==> config.mk <==
export PLATFORM = sky130hd
export DESIGN_NAME = stq_ctrl
export DESIGN_NICKNAME = d
export VERILOG_FILES = /design/src/sv/stq_pkg.sv /design/src/sv/stq_ctrl.sv
export SDC_FILE = /design/constraint.sdc
export NUM_CORES = 1
export LEC_CHECK = 0
export BUFFER_PORTS_ARGS = -buffer_cell sky130_fd_sc_hd__buf_2
export CAP_MARGIN = 20
export CORE_MARGIN = 2
export CORE_UTILIZATION = 40
export CTS_BUF_LIST = sky130_fd_sc_hd__clkbuf_16
export CTS_CLUSTER_DIAMETER = 150
export DETAILED_ROUTE_END_ITERATION = 12
export PLACE_DENSITY_LB_ADDON = 0.15
export SLEW_MARGIN = 20
export SYNTH_ARGS = -nofsm -noshare
export SYNTH_HDL_FRONTEND = slang
export SYNTH_SLANG_ARGS = --single-unit
==> constraint.sdc <==
create_clock -name clk -period 4.2 [get_ports clk]
set_clock_uncertainty 0.2 [all_clocks]
set_input_delay 0.63 -clock clk [delete_from_list [all_inputs] [get_ports clk]]
set_output_delay 0.63 -clock clk [all_outputs]
set_load 0.03 [all_outputs]
==> src/sv/stq_pkg.sv <==
`timescale 1ns / 1ps
package stq_pkg;
  localparam int QueueDepth = 64;
  localparam int IdxW = $clog2(QueueDepth);
  localparam int CntW = $clog2(QueueDepth + 1);
  localparam int TidW = 8;
  localparam int MaxResults = 64;
  localparam int ResCntW = $clog2(MaxResults + 1);

  typedef enum logic [1:0] {
    CMD_PAUSE   = 2'd0,
    CMD_RESTART = 2'd1,
    CMD_EXPIRE  = 2'd2,
    CMD_NONE    = 2'd3
  } cmd_t;

  typedef enum logic [1:0] {
    ST_OK       = 2'd0,
    ST_FULL     = 2'd1,
    ST_NOTFOUND = 2'd2
  } status_t;

  typedef struct packed {
    logic [TidW-1:0] thread;
    logic [7:0]      saved;
    logic [63:0]     wake;
    logic [63:0]     start;
  } entry_t;

  // controller -> datapath
  typedef struct packed {
    logic load;      // capture input item
    logic pause_op;  // insert at found position (all compares done in one step)
    logic restart_op;
    logic pop;       // remove head
  } dp_cmd_t;

  // datapath -> controller
  typedef struct packed {
    logic full;
    logic found;
    logic head_due;
    logic empty;
  } dp_stat_t;
endpackage

==> src/sv/stq_ctrl.sv <==
`timescale 1ns / 1ps
module stq_ctrl import stq_pkg::*; (
  input  logic        clk,
  input  logic        rst_n,
  input  logic        in_fire,
  input  logic [1:0]  in_cmd,
  input  dp_stat_t    stat,
  input  entry_t      head,
  input  logic [63:0] now_q,
  output logic        in_ready,
  output dp_cmd_t     cmd,
  output logic        o_valid,
  input  logic        o_ready,
  output logic [1:0]  o_status,
  output logic        o_woke,
  output logic [7:0]  o_thr,
  output logic [7:0]  o_st,
  output logic [63:0] o_elapsed,
  output logic [63:0] o_next,
  output logic        o_last
);
  typedef enum logic [1:0] {S_IDLE, S_EXEC, S_OUT} state_t;
  state_t state_r;
  cmd_t   op_r;
  logic [ResCntW-1:0] npop_r;

  logic out_free;
  assign out_free = !o_valid || o_ready;
  assign in_ready = (state_r == S_IDLE) && out_free;

  // pop only when the output register can take the popped entry
  logic can_pop, exp_step, more_due, valid_set;
  logic [63:0] next_wait;
  status_t done_status;
  assign exp_step = (state_r == S_EXEC) && (op_r == CMD_EXPIRE) && out_free;
  assign more_due = stat.head_due && npop_r != ResCntW'(MaxResults);
  assign can_pop  = exp_step && more_due;
  assign next_wait = (!stat.empty && !stat.head_due) ? head.wake - now_q : '0;
  // popped result is raised from S_OUT, in the cycle after the pop, once the queue has settled
  assign valid_set = ((state_r == S_EXEC) && out_free && !can_pop) || (state_r == S_OUT);

  always_comb begin
    done_status = ST_OK;
    if (op_r == CMD_PAUSE && stat.full) begin
      done_status = ST_FULL;
    end else if (op_r == CMD_RESTART && !stat.found) begin
      done_status = ST_NOTFOUND;
    end
  end

  always_comb begin
    cmd = '0;
    cmd.load       = in_fire;
    cmd.pause_op   = (state_r == S_EXEC) && op_r == CMD_PAUSE && !stat.full && out_free;
    cmd.restart_op = (state_r == S_EXEC) && op_r == CMD_RESTART && stat.found && out_free;
    cmd.pop        = can_pop;
  end

  always_ff @(posedge clk) begin
    if (!rst_n) begin
      state_r <= S_IDLE;
      o_valid <= 1'b0;
      op_r    <= CMD_NONE;
      npop_r  <= '0;
    end else begin
      o_valid <= valid_set || (o_valid && !o_ready);
      unique case (state_r)
        S_IDLE: if (in_fire) begin
          op_r    <= cmd_t'(in_cmd);
          npop_r  <= '0;
          state_r <= S_EXEC;
        end
        S_EXEC: if (out_free) begin
          if (can_pop) begin
            o_status  <= ST_OK;
            o_woke    <= 1'b1;
            o_thr     <= head.thread;
            o_st      <= head.saved;
            o_elapsed <= now_q - head.start;
            o_next    <= '0;
            o_last    <= 1'b0;
            npop_r    <= npop_r + 1'b1;
            state_r   <= S_OUT;
          end else begin
            o_status  <= done_status;
            o_woke    <= 1'b0;
            o_thr     <= '0;
            o_st      <= '0;
            o_elapsed <= '0;
            o_next    <= (op_r == CMD_EXPIRE) ? next_wait : '0;
            o_last    <= 1'b1;
            state_r   <= S_IDLE;
          end
        end
        S_OUT: begin
          // queue has settled after the pop: decide whether more follow
          if (more_due) begin
            state_r <= S_EXEC;
          end else begin
            o_last  <= 1'b1;
            o_next  <= next_wait;
            state_r <= S_IDLE;
          end
        end
        default: state_r <= S_IDLE;
      endcase
    end
  end
endmodule

==> run summary <==
outcome -> complete, no violations
post_cts resized -> 0
hold violation count in the final report -> 0
slew of the pin with the lowest slew margin -> 0.8519 ns
Max Fclk -> 0.2717 GHz
DIE WIDTH -> 189.6 µm
router iterations before antenna repair -> 6
IO Pins -> 372
Initial Util -> 40.90%
final net count -> 2343
# H-tree levels -> 4
largest net degree at the start of global routing -> 72
Post-synth EDFFs -> 148
synth warn -> 0
Crit path required time -> 4.18 ns
Worst setup SP type -> primary input
core area -> 33700 µm²
FFs w/ async S/R, synth -> 0%
CTS Sinks -> 160
Mapped Nets -> 1988
Root Buffer Master -> clkbuf_16
CP max stage delay -> 0.43 ns
Crit-path slowest cell -> o41ai_1
Final min period -> 3.681 ns
CP max FO -> 4
post-route ant nets -> 0
full die area -> 35960 µm²
DR iter-0 viols -> 1313
Mapped Area -> 13780 µm²
number of global-route vias before repair -> 12720
Die Y -> 189.6 µm
CTS Buf Count -> 17
CTS max path bufs -> 2
Vias/cell -> 5.431
Post-CTS Setup Repair Bufs -> 0
grt ovf -> 0
layout cell share with drive strength beyond 1 -> 23.07%
CP endpoint kind -> flip-flop
PortBufs -> 371
fin cells -> 2463
RSZ-0062 raised after global routing -> false
max-slew violation count -> 0
Worst path most repeated cell -> nor2_1
maximum vdd drop -> 0.2676 mV
RD Place Congestion -> 0.9804
Area Overhead vs Synth -> 21.90%
Mapped Cells -> 1639
Core Rows -> 67
total negative setup slack -> 0 ns
CP top delay family -> compound AO/OA/AOI/OAI gates
clk_lat worst skew -> 0.46 ns
# DRC -> 0
P per Cell Area -> 300.1 nW/µm²
dominant synthesized flop cell -> edfxtp_1
cts hold-fix bufs -> 0
leak pwr -> 0.007700 µW
Routed WL -> 46620 µm
GRT Total Usage -> 25.65%
worst rel slew slack -> 42.99%
Mapped Avg Cell Area -> 8.410 µm²
DP Wirelength -> 38120 µm
Inst Count DP -> 2423
first-pass GRT wire length -> 71280 µm
Clock transition at path regs -> 0.07 ns
HP Class -> primary input to flip-flop
CP Buf/Inv Count -> 2
initial antenna violation count -> 8
sequential area share after synthesis -> 33.98%
routed vias -> 13380
post-DR wirelength/cell -> 18.93 µm
crit path DAT -> 3.66 ns
number of max-cap violations -> 0
fin crit share -> 87.64%
R2R Setup Slk -> 1.28 ns
Setup-failing EPs final -> 0
FF+latch count, synth -> 160
worst path cell trace -> buf_2, inv_1, ha_1, fa_1, nand2b_1, a21oi_1, o2111ai_1, nand3_1, nor2_1, o21ai_0, a21boi_0, o41ai_1, xnor2_1, nor2_1
Setup CP Type -> primary input to flip-flop
filler cell count -> 3434
WHS -> 0.1884 ns
post-synthesis cell type count -> 71
CTS tree -> built
## Yosys cell counts (3+ instances only)
cell / number / share of area (%)
and4_1: 7 / 0.44
and3_1: 11 / 0.50
nand3_1: 22 / 0.80
o2111ai_1: 3 / 0.19
nor4_1: 7 / 0.32
nand4_1: 47 / 2.1
o211ai_1: 9 / 0.49
nor3_1: 36 / 1.3
o21ai_0: 91 / 3.3
inv_1: 171 / 4.7
nor2_1: 190 / 5.2
a21o_1: 44 / 2.4
nand2_1: 119 / 3.2
a31oi_1: 16 / 0.73
a211o_1: 5 / 0.32
xor2_1: 40 / 2.5
mux2i_1: 7 / 0.51
clkbuf_1: 55 / 1.5
or3_1: 7 / 0.32
nor3_2: 4 / 0.29
o31ai_1: 6 / 0.33
nand3b_1: 3 / 0.16
dfxtp_1: 12 / 1.7
a211oi_1: 9 / 0.49
a21oi_1: 172 / 6.2
a21bo_2: 3 / 0.22
o21bai_1: 34 / 1.9
o41ai_1: 7 / 0.44
and2_1: 32 / 1.5
buf_1: 3 / 0.082
xnor2_1: 62 / 3.9
o31a_1: 10 / 0.64
a41oi_1: 3 / 0.19
o21ai_1: 4 / 0.15
nor2b_1: 15 / 0.68
nor3b_1: 8 / 0.44
o21a_1: 18 / 0.98
or2_2: 7 / 0.32
ha_1: 129 / 12
a221oi_1: 3 / 0.19
nand2b_1: 17 / 0.77
edfxtp_1: 148 / 32
## worst paths after layout
check,from,to,depth (start not counted)
worst max-delay path,now_q[0],o_elapsed[32]$_SDFFCE_PN0P_,14
worst min-delay path,in_cmd[0],op_r[0]$_SDFFE_PN1P_,3
worst max register to register,npop_r[0]$_SDFFE_PN0P_,npop_r[3]$_SDFFE_PN0P_,10
worst min register to register,npop_r[1]$_SDFFE_PN0P_,npop_r[1]$_SDFFE_PN0P_,2
## area by class of cell
class                      count  area (µm²)  area share [%]
timing repair buffer         397        2064           12.29
sequential                   160        4684           27.88
inverter                     171       641.9           3.820
clock buffer                  19       475.5           2.829
clock inverter                13       115.1          0.6850
multi-input combinational   1247        8242           49.05
antenna                        8       20.02          0.1191
tap                          448       560.5           3.336
## placed cells by master (no fill, tap or decap), types with 16 or more instances in the layout
| cell | synthesis | final |
|---|---|---|
| buf_2 | 1 | 371 |
| ha_1 | 129 | 129 |
| a21o_1 | 44 | 44 |
| o21bai_1 | 34 | 34 |
| a21oi_1 | 172 | 172 |
| o21ai_0 | 91 | 91 |
| edfxtp_1 | 148 | 148 |
| clkbuf_16 | 0 | 19 |
| buf_4 | 2 | 25 |
| nor2_1 | 190 | 190 |
| and2_1 | 32 | 31 |
| nand2_1 | 119 | 119 |
| nand2b_1 | 17 | 17 |
| xnor2_1 | 62 | 62 |
| nor3_1 | 36 | 36 |
| nand4_1 | 47 | 47 |
| inv_1 | 171 | 171 |
| a31oi_1 | 16 | 16 |
| xor2_1 | 40 | 40 |
| nand3_1 | 22 | 22 |
| o21a_1 | 18 | 18 |
## stage by stage
stage	power [µW]	utilization [%]	cell area, µm²	setup WS (ns)
2_1_floorplan	2945	-	13790	0.6437
3_3_place_gp	3453	48.05	16190	0.1559
3_5_place_dp	3446	48.05	16190	0.1272
4_1_cts	5050	49.80	16780	0.6188
5_1_grt	5287	49.86	16800	0.2331
6_report	5043	49.86	16800	0.5193
## worst min-delay path, cell delays in order
cell and delay (ns):
buf_2 0.08, nand2_1 0.04, nand3_1 0.07
## sequential cells by signal, indices dropped and copies added (netlist names)
register and count:
o_thr 8, o_next 64, o_status 2, o_st 8
npop_r 7, o_last 1, o_woke 1, op_r 2
o_elapsed 64, state_r 2, o_valid 1
## cell families after synthesis
family,synth area share (%)
compound gates,21.68
buf+inv,6.381
mux,0.6717
fa+ha+maj,12.00
xor+xnor,6.481
flops,33.98
simple gates,18.81
## report_power, final
part	switching [µW]	leakage, µW	internal [µW]
Clock	752	0.000290	847
Sequential	14.9	0.00150	1780
Combinational	1020	0.00591	628
## layer usage
| metal | global-route usage, % | share of wire [%] |
|---|---|---|
| met2 | 37.04 | 42 |
| met5 | 0 | 0 |
| met1 | 39.05 | 50 |
| met3 | 3.505 | 5.6 |
| met4 | 8.557 | 2.5 |
Power figures use the tool's default switching activity.
